`config.mk`:
```
export PLATFORM = sky130hd
export DESIGN_NAME = smooth_threshold_peak_detector
export DESIGN_NICKNAME = d
export VERILOG_FILES = /design/src/hw/rtl/stpd_pkg.sv /design/src/hw/rtl/stpd_front.sv /design/src/hw/rtl/stpd_queue.sv /design/src/hw/rtl/stpd_back.sv /design/src/hw/rtl/smooth_threshold_peak_detector.sv
export SDC_FILE = /design/constraint.sdc
export NUM_CORES = 1
export LEC_CHECK = 0
export ABC_AREA = 1
export ABC_CLOCK_PERIOD_IN_PS = 5500
export BUFFER_PORTS_ARGS = -buffer_cell sky130_fd_sc_hd__buf_2
export CAP_MARGIN = 30
export CORE_ASPECT_RATIO = 1.75
export CORE_UTILIZATION = 51
export DETAILED_ROUTE_END_ITERATION = 12
export PLACE_DENSITY = 0.71
export SYNTH_ARGS = -nofsm -noshare
export SYNTH_HDL_FRONTEND = slang
export SYNTH_HIERARCHICAL = 1
export SYNTH_SLANG_ARGS = --single-unit
```
`constraint.sdc`:
```
create_clock -name clock -period 5.5 [get_ports clock]
set_clock_uncertainty 0.1 [all_clocks]
set_input_delay 0.55 -clock clock [delete_from_list [all_inputs] [get_ports clock]]
set_output_delay 0.55 -clock clock [all_outputs]
set_load 0.01 [all_outputs]
```
`src/hw/rtl/stpd_pkg.sv`:
```
// shared types and constants of the smoothing threshold peak detector
package stpd_pkg;

   localparam int SampleWidth = 16;
   localparam int IndexWidth  = 16;
   localparam int SumWidth    = SampleWidth + 2;
   localparam int QueueDepth  = 4;
   localparam int QueuePtrWidth = $clog2(QueueDepth);

   localparam logic [IndexWidth-1:0] INDEX_LIMIT = {IndexWidth{1'b1}};

   localparam logic CSR_HIGH_THRESHOLD = 1'b0;
   localparam logic CSR_LOW_THRESHOLD  = 1'b1;

   // smoothed values that one input item gives
   typedef struct packed {
      logic                          has_first;
      logic signed [SampleWidth-1:0] first_value;
      logic                          has_last;
      logic signed [SampleWidth-1:0] last_value;
   } entry_type;

   typedef struct packed {
      logic signed [SampleWidth-1:0] smoothed;
      logic [IndexWidth-1:0]         index;
      logic                          alarm;
      logic                          end_of_record;
      logic signed [SampleWidth-1:0] peak_value;
      logic [IndexWidth-1:0]         peak_index;
   } result_type;

endpackage

```
`src/hw/rtl/stpd_front.sv`:
```
// front part: sample window and 1:2:1 smoothing with edge weights
module stpd_front (
   input  logic                                   clock,
   input  logic                                   reset,
   input  logic                                   accept,
   input  logic signed [stpd_pkg::SampleWidth-1:0] sample,
   input  logic                                   last,
   output logic                                   push,
   output stpd_pkg::entry_type                    entry
);

   logic signed [stpd_pkg::SampleWidth-1:0] older_ff, older_in;
   logic signed [stpd_pkg::SampleWidth-1:0] newer_ff, newer_in;
   logic held_ff, held_in;
   logic have_older_ff, have_older_in;

   logic signed [stpd_pkg::SumWidth-1:0] x_ext, newer_ext, older_ext;
   logic signed [stpd_pkg::SumWidth-1:0] first_sum, last_sum;

   always_comb begin
      x_ext     = stpd_pkg::SumWidth'(sample);
      newer_ext = stpd_pkg::SumWidth'(newer_ff);
      older_ext = stpd_pkg::SumWidth'(older_ff);
      if (have_older_ff) begin
         first_sum = older_ext + (newer_ext <<< 1) + x_ext;
      end else begin
         first_sum = newer_ext + (newer_ext <<< 1) + x_ext;
      end
      if (held_ff) begin
         last_sum = newer_ext + x_ext + (x_ext <<< 1);
      end else begin
         last_sum = x_ext + (x_ext <<< 1);
      end
      // floor of sum / 4
      entry.has_first   = held_ff;
      entry.first_value = first_sum[stpd_pkg::SumWidth-1:2];
      entry.has_last    = last;
      entry.last_value  = last_sum[stpd_pkg::SumWidth-1:2];
      push = accept && (held_ff || last);
   end

   always_comb begin
      older_in      = older_ff;
      newer_in      = newer_ff;
      held_in       = held_ff;
      have_older_in = have_older_ff;
      if (accept) begin
         if (last) begin
            held_in       = 1'b0;
            have_older_in = 1'b0;
         end else begin
            older_in      = newer_ff;
            newer_in      = sample;
            have_older_in = held_ff;
            held_in       = 1'b1;
         end
      end
   end

   always_ff @(posedge clock) begin
      older_ff <= older_in;
      newer_ff <= newer_in;
      if (reset) begin
         held_ff       <= 1'b0;
         have_older_ff <= 1'b0;
      end else begin
         held_ff       <= held_in;
         have_older_ff <= have_older_in;
      end
   end

endmodule

```
`src/hw/rtl/stpd_queue.sv`:
```
// short queue of smoothed entries between front and back
module stpd_queue (
   input  logic                clock,
   input  logic                reset,
   input  logic                push,
   input  stpd_pkg::entry_type push_entry,
   input  logic                pop,
   output logic                full,
   output logic                not_empty,
   output stpd_pkg::entry_type head
);

   stpd_pkg::entry_type slots [stpd_pkg::QueueDepth];

   logic [stpd_pkg::QueuePtrWidth-1:0] wr_ptr_ff, wr_ptr_in;
   logic [stpd_pkg::QueuePtrWidth-1:0] rd_ptr_ff, rd_ptr_in;
   logic [stpd_pkg::QueuePtrWidth:0]   count_ff, count_in;
   logic do_push, do_pop;

   always_comb begin
      full      = (count_ff == (stpd_pkg::QueuePtrWidth+1)'(stpd_pkg::QueueDepth));
      not_empty = (count_ff != '0);
      head      = slots[rd_ptr_ff];
      do_push   = push && !full;
      do_pop    = pop && not_empty;
      wr_ptr_in = do_push ? wr_ptr_ff + 1'b1 : wr_ptr_ff;
      rd_ptr_in = do_pop ? rd_ptr_ff + 1'b1 : rd_ptr_ff;
      count_in  = count_ff;
      if (do_push && !do_pop) begin
         count_in = count_ff + 1'b1;
      end else if (do_pop && !do_push) begin
         count_in = count_ff - 1'b1;
      end
   end

   always_ff @(posedge clock) begin
      if (do_push) begin
         slots[wr_ptr_ff] <= push_entry;
      end
   end

   always_ff @(posedge clock) begin
      if (reset) begin
         wr_ptr_ff <= '0;
         rd_ptr_ff <= '0;
         count_ff  <= '0;
      end else begin
         wr_ptr_ff <= wr_ptr_in;
         rd_ptr_ff <= rd_ptr_in;
         count_ff  <= count_in;
      end
   end

endmodule

```
`src/hw/rtl/stpd_back.sv`:
```
// back part: hysteresis alarm, running peak, index and result register
module stpd_back (
   input  logic                                   clock,
   input  logic                                   reset,
   input  logic                                   entry_valid,
   input  stpd_pkg::entry_type                    entry,
   output logic                                   entry_pop,
   input  logic signed [stpd_pkg::SampleWidth-1:0] high_threshold,
   input  logic signed [stpd_pkg::SampleWidth-1:0] low_threshold,
   input  logic                                   result_pop,
   output logic                                   result_valid,
   output stpd_pkg::result_type                   result
);

   logic phase_ff, phase_in;
   logic disarmed_ff, disarmed_in;
   logic signed [stpd_pkg::SampleWidth-1:0] best_value_ff, best_value_in;
   logic [stpd_pkg::IndexWidth-1:0] best_index_ff, best_index_in;
   logic [stpd_pkg::IndexWidth-1:0] count_ff, count_in;
   logic out_valid_ff, out_valid_in;
   stpd_pkg::result_type out_ff, out_in;

   logic step, take_first, is_end, alarm, new_best;
   logic signed [stpd_pkg::SampleWidth-1:0] value, peak_value;
   logic [stpd_pkg::IndexWidth-1:0] peak_index;

   always_comb begin
      step       = entry_valid && (!out_valid_ff || result_pop);
      take_first = entry.has_first && !phase_ff;
      value      = take_first ? entry.first_value : entry.last_value;
      is_end     = !take_first;
      alarm      = (value > high_threshold) && !disarmed_ff;
      new_best   = (count_ff == '0) || (value > best_value_ff);
      peak_value = new_best ? value : best_value_ff;
      peak_index = new_best ? count_ff : best_index_ff;
      entry_pop  = step && !(take_first && entry.has_last);

      phase_in      = phase_ff;
      disarmed_in   = disarmed_ff;
      best_value_in = best_value_ff;
      best_index_in = best_index_ff;
      count_in      = count_ff;
      out_valid_in  = out_valid_ff && !result_pop;
      out_in        = out_ff;

      if (step) begin
         out_valid_in          = 1'b1;
         out_in.smoothed       = value;
         out_in.index          = count_ff;
         out_in.alarm          = alarm;
         out_in.end_of_record  = is_end;
         out_in.peak_value     = is_end ? peak_value : '0;
         out_in.peak_index     = is_end ? peak_index : '0;
         if (is_end) begin
            phase_in      = 1'b0;
            disarmed_in   = 1'b0;
            best_value_in = '0;
            best_index_in = '0;
            count_in      = '0;
         end else begin
            phase_in      = entry.has_last;
            best_value_in = peak_value;
            best_index_in = peak_index;
            if (alarm) begin
               disarmed_in = 1'b1;
            end else if ((value < low_threshold) && disarmed_ff) begin
               disarmed_in = 1'b0;
            end
            if (count_ff < stpd_pkg::INDEX_LIMIT) begin
               count_in = count_ff + 1'b1;
            end
         end
      end
   end

   assign result_valid = out_valid_ff;
   assign result       = out_ff;

   always_ff @(posedge clock) begin
      out_ff        <= out_in;
      best_value_ff <= best_value_in;
      best_index_ff <= best_index_in;
      if (reset) begin
         phase_ff     <= 1'b0;
         disarmed_ff  <= 1'b0;
         count_ff     <= '0;
         out_valid_ff <= 1'b0;
      end else begin
         phase_ff     <= phase_in;
         disarmed_ff  <= disarmed_in;
         count_ff     <= count_in;
         out_valid_ff <= out_valid_in;
      end
   end

endmodule

```
`src/hw/rtl/smooth_threshold_peak_detector.sv`:
```
// top level: threshold registers, front part, entry queue and back part
// a smoothed result is computed when the sample to its right is transferred, then passes through
// the entry queue and the result register, and waits while an earlier result is not popped
// one sample per cycle sustained while results are popped; a record's final sample can yield two
// results from one entry, emitted in turn by the back part, and the four-entry queue absorbs that
// reset clears the record counters and flags and loads the thresholds with 2511 and 1280
module smooth_threshold_peak_detector (
   input  logic                                    clock,
   input  logic                                    reset,
   input  logic                                    req_push,
   output logic                                    req_full,
   input  logic signed [stpd_pkg::SampleWidth-1:0] req_sample,
   input  logic                                    req_last,
   output logic                                    rsp_empty,
   input  logic                                    rsp_pop,
   output logic signed [stpd_pkg::SampleWidth-1:0] rsp_smoothed,
   output logic [stpd_pkg::IndexWidth-1:0]         rsp_index,
   output logic                                    rsp_alarm,
   output logic                                    rsp_end_of_record,
   output logic signed [stpd_pkg::SampleWidth-1:0] rsp_peak_value,
   output logic [stpd_pkg::IndexWidth-1:0]         rsp_peak_index,
   input  logic                                    csr_valid,
   output logic                                    csr_ready,
   input  logic                                    csr_index,
   input  logic [stpd_pkg::SampleWidth-1:0]        csr_data
);

   logic signed [stpd_pkg::SampleWidth-1:0] high_threshold_ff, low_threshold_ff;
   logic accept, push, queue_full, queue_valid, queue_pop, result_valid;
   stpd_pkg::entry_type push_entry, head;
   stpd_pkg::result_type result;

   assign csr_ready = 1'b1;
   assign req_full  = queue_full;
   assign accept    = req_push && !queue_full;

   always_ff @(posedge clock) begin
      if (reset) begin
         high_threshold_ff <= 16'sd2511;
         low_threshold_ff  <= 16'sd1280;
      end else if (csr_valid) begin
         case (csr_index)
            stpd_pkg::CSR_HIGH_THRESHOLD: high_threshold_ff <= csr_data;
            stpd_pkg::CSR_LOW_THRESHOLD:  low_threshold_ff  <= csr_data;
            default: ;
         endcase
      end
   end

   stpd_front u_front (
      .clock  (clock),
      .reset  (reset),
      .accept (accept),
      .sample (req_sample),
      .last   (req_last),
      .push   (push),
      .entry  (push_entry)
   );

   stpd_queue u_queue (
      .clock      (clock),
      .reset      (reset),
      .push       (push),
      .push_entry (push_entry),
      .pop        (queue_pop),
      .full       (queue_full),
      .not_empty  (queue_valid),
      .head       (head)
   );

   stpd_back u_back (
      .clock          (clock),
      .reset          (reset),
      .entry_valid    (queue_valid),
      .entry          (head),
      .entry_pop      (queue_pop),
      .high_threshold (high_threshold_ff),
      .low_threshold  (low_threshold_ff),
      .result_pop     (rsp_pop),
      .result_valid   (result_valid),
      .result         (result)
   );

   assign rsp_empty         = !result_valid;
   assign rsp_smoothed      = result.smoothed;
   assign rsp_index         = result.index;
   assign rsp_alarm         = result.alarm;
   assign rsp_end_of_record = result.end_of_record;
   assign rsp_peak_value    = result.peak_value;
   assign rsp_peak_index    = result.peak_index;

endmodule

```
Yosys cells after proc, flatten, opt, wreduce, memory -nomap -nowiden --
Memories as Yosys holds them, arrays and structs flattened. A register that Yosys moved wholly into a read port is not among the register bits. Index checks and enable logic that the tools add are counted.
Cells by class: add/sub/neg operators 12, multipliers 0, divide/modulo/power cells 0, magnitude comparators 4, eq/ne operators 3, shift operators 0, multiplexer cells 20, bitwise operators 2, reductions and logical operators 33
Operators with widths (number):
- 16-bit two-way mux | 5
- 16-bit by 17-bit adder with 18-bit output | 3
- 18-bit by 16-bit adder with 18-bit output | 2
- 18-bit two-way mux | 2
- 16-bit greater-than comparator | 2
- 17-bit by 17-bit adder with 18-bit output | 1
- 16-bit by 16-bit adder with 17-bit output | 1
- 16-bit by 1-bit adder with 16-bit output (second input constant) | 1
- 16-bit zero test | 1
- 16-bit < comparator | 1
- 16-bit < comparator (second input constant) | 1
- 1-bit logical AND | 13
- 2-bit AND reduction | 5
- 1-bit zero test | 9
- 1-bit two-way mux | 9
- 3-bit two-way mux | 2
- 2-bit by 1-bit adder with 2-bit output (second input constant) | 2
- 2-bit two-way mux | 2
- 3-bit by 1-bit adder with 3-bit output (second input constant) | 1
- 3-bit == test (second input constant) | 1
- 1-bit logical OR | 3
- 3-bit != test (second input constant) | 1
- 3-bit nonzero test | 1
- 3-bit by 1-bit subtractor with 3-bit output (second input constant) | 1
- 3 further kinds | 4
Storage, ports and cells: flip-flop bits (word level) 190, bits in latches 0, memory bits (writable) 136, memory bits (read-only) 0, input bits 39, memories 1
Memory list:
- u_queue.slots | words 4, bits a word 34, read ports 1, clocked after Yosys merged registers in 1, write ports 1, line stpd_queue.sv:13 | stpd_pkg::entry_type slots [stpd_pkg::QueueDepth];

Logic depth before layout (Yosys ltp) --
depth after elaboration 9, mapped depth 25, mapped depth without buffers 22

Modules after synthesis --
The synthesis kept the hierarchy.
By module, submodules not included:
- stpd_back | times used 1, cells an instance 692, area each 6264.8 µm²
- stpd_front | times used 1, cells an instance 839, area each 5771.8 µm²
- stpd_queue | times used 1, cells an instance 398, area each 5731.7 µm²
- smooth_threshold_peak_detector | times used 1, cells an instance 164, area each 1253.7 µm²

Least setup slack after synthesis --
No wires, ideal clock.
path type in2reg, from in rsp_pop, to reg u_back/count_ff[4] (netlist bit), library setup time 0.119 ns, arrival time 3.740 ns, required time 5.281 ns, path slack 1.540 ns, cell stages on the path 10, path buffers 1, cell sequence inv_1 -> nand2_1 -> nand2_1 -> inv_1 -> nand2_1 -> buf_4 -> nor3_1 -> nand2_1 -> o21ai_0 -> a21oi_1
Between the ends: cells in the longest elaborated chain, start to end 3
RTL lines:
- start: declaration | line smooth_threshold_peak_detector.sv:15 | input logic rsp_pop,
- 1-bit logical OR | line stpd_back.sv:28 | step = entry_valid && (!out_valid_ff || result_pop);
- 1-bit logical AND | line stpd_back.sv:28
- net u_back.step | line stpd_back.sv:23 | logic step, take_first, is_end, alarm, new_best;
- 2-bit AND reduction (no source line)
- end signal: assignment | line stpd_back.sv:91 | count_ff <= count_in;
- end: declaration | line stpd_back.sv:19 | logic [stpd_pkg::IndexWidth-1:0] count_ff, count_in;
The timed path passes the listed nets, and every way through them passes these cells. A chain may end at the register's enable or synchronous reset.

==> metrics.cfg <==
[place]
hpwl_um = 33600
place_congestion = 0.923
port_buffers = 106

[timing]
rsz0062_at_grt = false
tns_ns = 0
fmax_mhz = 223
tightest_slew_ns = 0.973
finalCritPeriodShare = 0.814
report.final.slew_viol_count = 0
slew_headroom = 0.350
fin_crit_ns = 4.48
setup_viol = 0
hold_viol = 0

[setup_path]
r2r_slack_ns = 1.02
end_kind = register
critPathRequiredTime_ns = 5.69
critPathArrivalTime_ns = 4.67
worstSetupPathType = reg2reg
crit_top_cell = nand2_1
cp_top_family = compound AO/OA/AOI/OAI gates
rr_worst_depth = 16
path_buf_inv = 1
critPathMaxStageDelay_ns = 0.67
cp-start-kind = register
crit_path_top_delay_cell = dfxtp_2
crit_fanout = 38
crit_chain = o21ai_0, o22ai_1, nand2_2, o21ai_0, ha_1, a21oi_1, o21ai_1, a221oi_2, nand2_1, nand3_1, nand2_1, nand2_4, buf_4, nand3b_1, nand2_1, nor2_1
r2r_end = u_back/result[3]

[logic_synthesis]
synth-edff-count = 266
synth_xor_area_frac = 0.00599
muxShareOfSynthArea = 0
synthAdderAreaFrac = 0.129
syn-instance-count = 2093
synth-async-reset-ratio = 0
yosys_warnings = 6
ys_types = 52
synth_compound_area_frac = 0.0898
synth_ff_type = edfxtp_1
seq_area_frac_synth = 0.485
synth_top_family_by_area = simple AND/OR/NAND/NOR gates
synth_area_um2 = 19000
synth_fp_nets = 2297
ys_ff_latch = 328
synth_area_per_cell_um2 = 9.09
yosys.area_share.simple = 0.217

[cells_and_area]
layout-drive-gt1-share = 0.117
nets = 2402
num_antenna_cells = 0
fillers = 3264
area_growth_pct = 10.4

[cts]
cts-root-buf = clkbuf_16
cts_htree_levels = 1
cts_sinks = 328
clk_latency_ns = 0.57
cts_buffers = 29
cts_hold_buf = 0
ctsResizeCount = 0
clk_pin_slew_ns = 0.06
cts_tree = built
clock_path_buffers = 3
cts_setup_buffers = 0

[detailed_routing]
wl_um = 44500
num_vias = 14500
avgViaCountPerCell = 5.40
antenna_left = 0
wl_per_cell_um = 16.5
dr.pass1.iters = 5
post-route-drc-count = 0
drt_iter0_drc = 788

[global_routing]
antenna_found_initial = 0
grt-ovfl-total = 0
grt_use_total = 0.235
grt_max_degree = 74
grt_pass1_wl_um = 70800
grt_pass1_vias = 14500

[power_and_ir_drop]
vdd_ir_drop_max_mv = 0.280
power-per-cell-area_nw_per_um2 = 528
p_leak_nw = 9.25
finalPower_mw = 11.1

[die]
die_area_um2 = 38100
rows = 93
dieHeight_um = 257
core_um2 = 36800
die_w_um = 148
start_util = 0.517
io_pins = 108

[outcome]
status = finished clean

[hold_path]
min_to = low_threshold_ff[10]
hold_depth = 3
hp-class = in2reg
hold_path_startpoint = csr_data[10]

[job]
drv_cap = 0

[final cells by class]
type                    instances  area [um^2]  area share
flip-flops and latches        328         9230       0.439
clock inverters                13          144     0.00685
multi-input cells            1442         8440       0.402
well taps                     475          594      0.0283
repair buffers                133          778      0.0371
inverters                     264         1000      0.0477
clock buffers                  40          817      0.0389
[how the worst max path moves through the flow]
stage                         endpoint  startpoint  depth (start not counted)
2_1_floorplan       u_back/count_ff[4]     rsp_pop                         10
3_3_place_gp          u_back/result[8]    register                         23
3_5_place_dp   u_back/best_index_ff[8]    register                         16
4_1_cts        u_back/best_index_ff[8]    register                         16
5_1_grt               u_back/result[2]    register                         18
6_report              u_back/result[3]    register                         16
[cells in the mapped netlist (2+ instances only)]
cell type / instances / area share
nand2_1: 477 / 0.094
buf_1: 2 / 0.00039
edfxtp_1: 266 / 0.42
a21o_1: 2 / 0.00079
xnor2_1: 2 / 0.00092
nand4_1: 8 / 0.0026
o21ai_0: 126 / 0.033
dfxtp_1: 62 / 0.065
a21boi_0: 3 / 0.0012
nand2_4: 3 / 0.0018
a21oi_2: 2 / 0.00092
clkbuf_2: 2 / 0.00053
xor2_1: 11 / 0.0051
or2_2: 2 / 0.00066
nand3_2: 2 / 0.0011
fa_1: 51 / 0.054
clkbuf_1: 13 / 0.0026
nor3_1: 18 / 0.0047
buf_2: 23 / 0.0061
buf_12: 3 / 0.0032
o22ai_1: 17 / 0.0056
o21ai_1: 13 / 0.0034
o21bai_1: 2 / 0.00079
inv_2: 5 / 0.00099
o22ai_2: 20 / 0.013
buf_4: 8 / 0.0032
inv_1: 257 / 0.051
and2_1: 4 / 0.0013
ha_1: 114 / 0.075
nand3b_1: 30 / 0.012
nor3_2: 2 / 0.0011
nor2_1: 258 / 0.051
a21oi_1: 98 / 0.026
a211oi_1: 3 / 0.0012
buf_6: 8 / 0.0047
nand2_2: 4 / 0.0013
nor2_2: 22 / 0.0072
nand3_1: 126 / 0.033
or2_1: 2 / 0.00066
nor4_1: 6 / 0.0020
o21ai_2: 5 / 0.0023
[cell families (layout without fill, tap and decap cells)]
kind of cell,Yosys count,in the layout
AOI/OAI and AO/OA,294,294
xor gates and xnor gates,13,13
adders and majority gates,165,165
buffers and inverters,323,450
DFF,328,328
other,1,1
and+or+nand+nor,969,969
[placed cells by master (no fill, tap or decap), types with 3 or more instances in the layout]
master	n
nor2_1	253
and2_1	4
bufinv_16	3
o21ai_2	5
dfxtp_1	61
a21boi_0	3
o22ai_1	17
a21oi_1	98
nand2_4	3
ha_1	114
nand2_1	476
clkbuf_8	5
inv_1	256
nand3b_1	30
fa_1	51
o21ai_0	126
nor3_1	18
nand4_1	8
buf_2	106
clkbuf_1	6
clkinv_2	6
o21ai_1	13
inv_2	5
xor2_1	11
edfxtp_1	266
nand2_2	5
nor2_2	23
buf_4	24
clkbuf_16	29
nor4_1	6
o22ai_2	20
a211oi_1	3
nand3_1	126
nor2_4	5
[metrics by stage]
| step | hold WS, ns | utilization | instance area, um^2 | worst slack (ns) | cells |
|---|---|---|---|---|---|
| final | 0.110 | 0.571 | 21000 | 1.02 | 2695 |
| after global routing | 0.116 | 0.571 | 21000 | 0.628 | 2695 |
| after CTS | 0.0872 | 0.571 | 21000 | 1.06 | 2695 |
| after detailed placement | 0.344 | 0.545 | 20000 | 1.06 | 2642 |
| after global placement | 0.340 | 0.543 | 20000 | 1.16 | 2639 |
| after floorplan | 0.303 | - | 19000 | 1.54 | 2093 |
[state kept, by name, indices dropped and copies added (netlist names), 2 cells and up, named ones only]
| register | flops |
|---|---|
| u_back/count_ff | 16 |
| u_queue/wr_ptr_ff | 2 |
| high_threshold_ff | 16 |
| u_queue/slots | 136 |
| u_queue/count_ff | 3 |
| u_queue/rd_ptr_ff | 2 |
| u_front/newer_ff | 16 |
| u_back/best_value_ff | 16 |
| u_front/older_ff | 16 |
| u_back/result | 66 |
| u_back/best_index_ff | 16 |
| low_threshold_ff | 16 |
[layer usage]
| layer | GRT usage | vias to the layer above | share of wire |
|---|---|---|---|
| met5 | 0 | - | 0 |
| met4 | 0.147 | 0 | 0.059 |
| met3 | 0.0215 | 138 | 0.040 |
| met2 | 0.448 | 410 | 0.54 |
| met1 | 0.243 | 6838 | 0.36 |
| li1 | - | 7162 | - |
[worst reg2reg max path: stages, from the launching register on]
cell and delay, ns:
dfxtp_2 0.67, o21ai_0 0.18, o22ai_1 0.25, nand2_2 0.49, o21ai_0 0.70, ha_1 0.35, a21oi_1 0.15, o21ai_1 0.09
a221oi_2 0.26, nand2_1 0.09, nand3_1 0.08, nand2_1 0.08, nand2_4 0.20, buf_4 0.26, nand3b_1 0.10, nand2_1 0.11
nor2_1 0.05
[report_power, final]
group | switching (mW) | internal, mW | total [mW]
clock network | 0.878 | 1.18 | 2.05
registers | 0.200 | 3.63 | 3.83
logic | 3.51 | 1.69 | 5.20
total | 4.59 | 6.49 | 11.1
No activity file was read; power rests on OpenSTA's default activity.
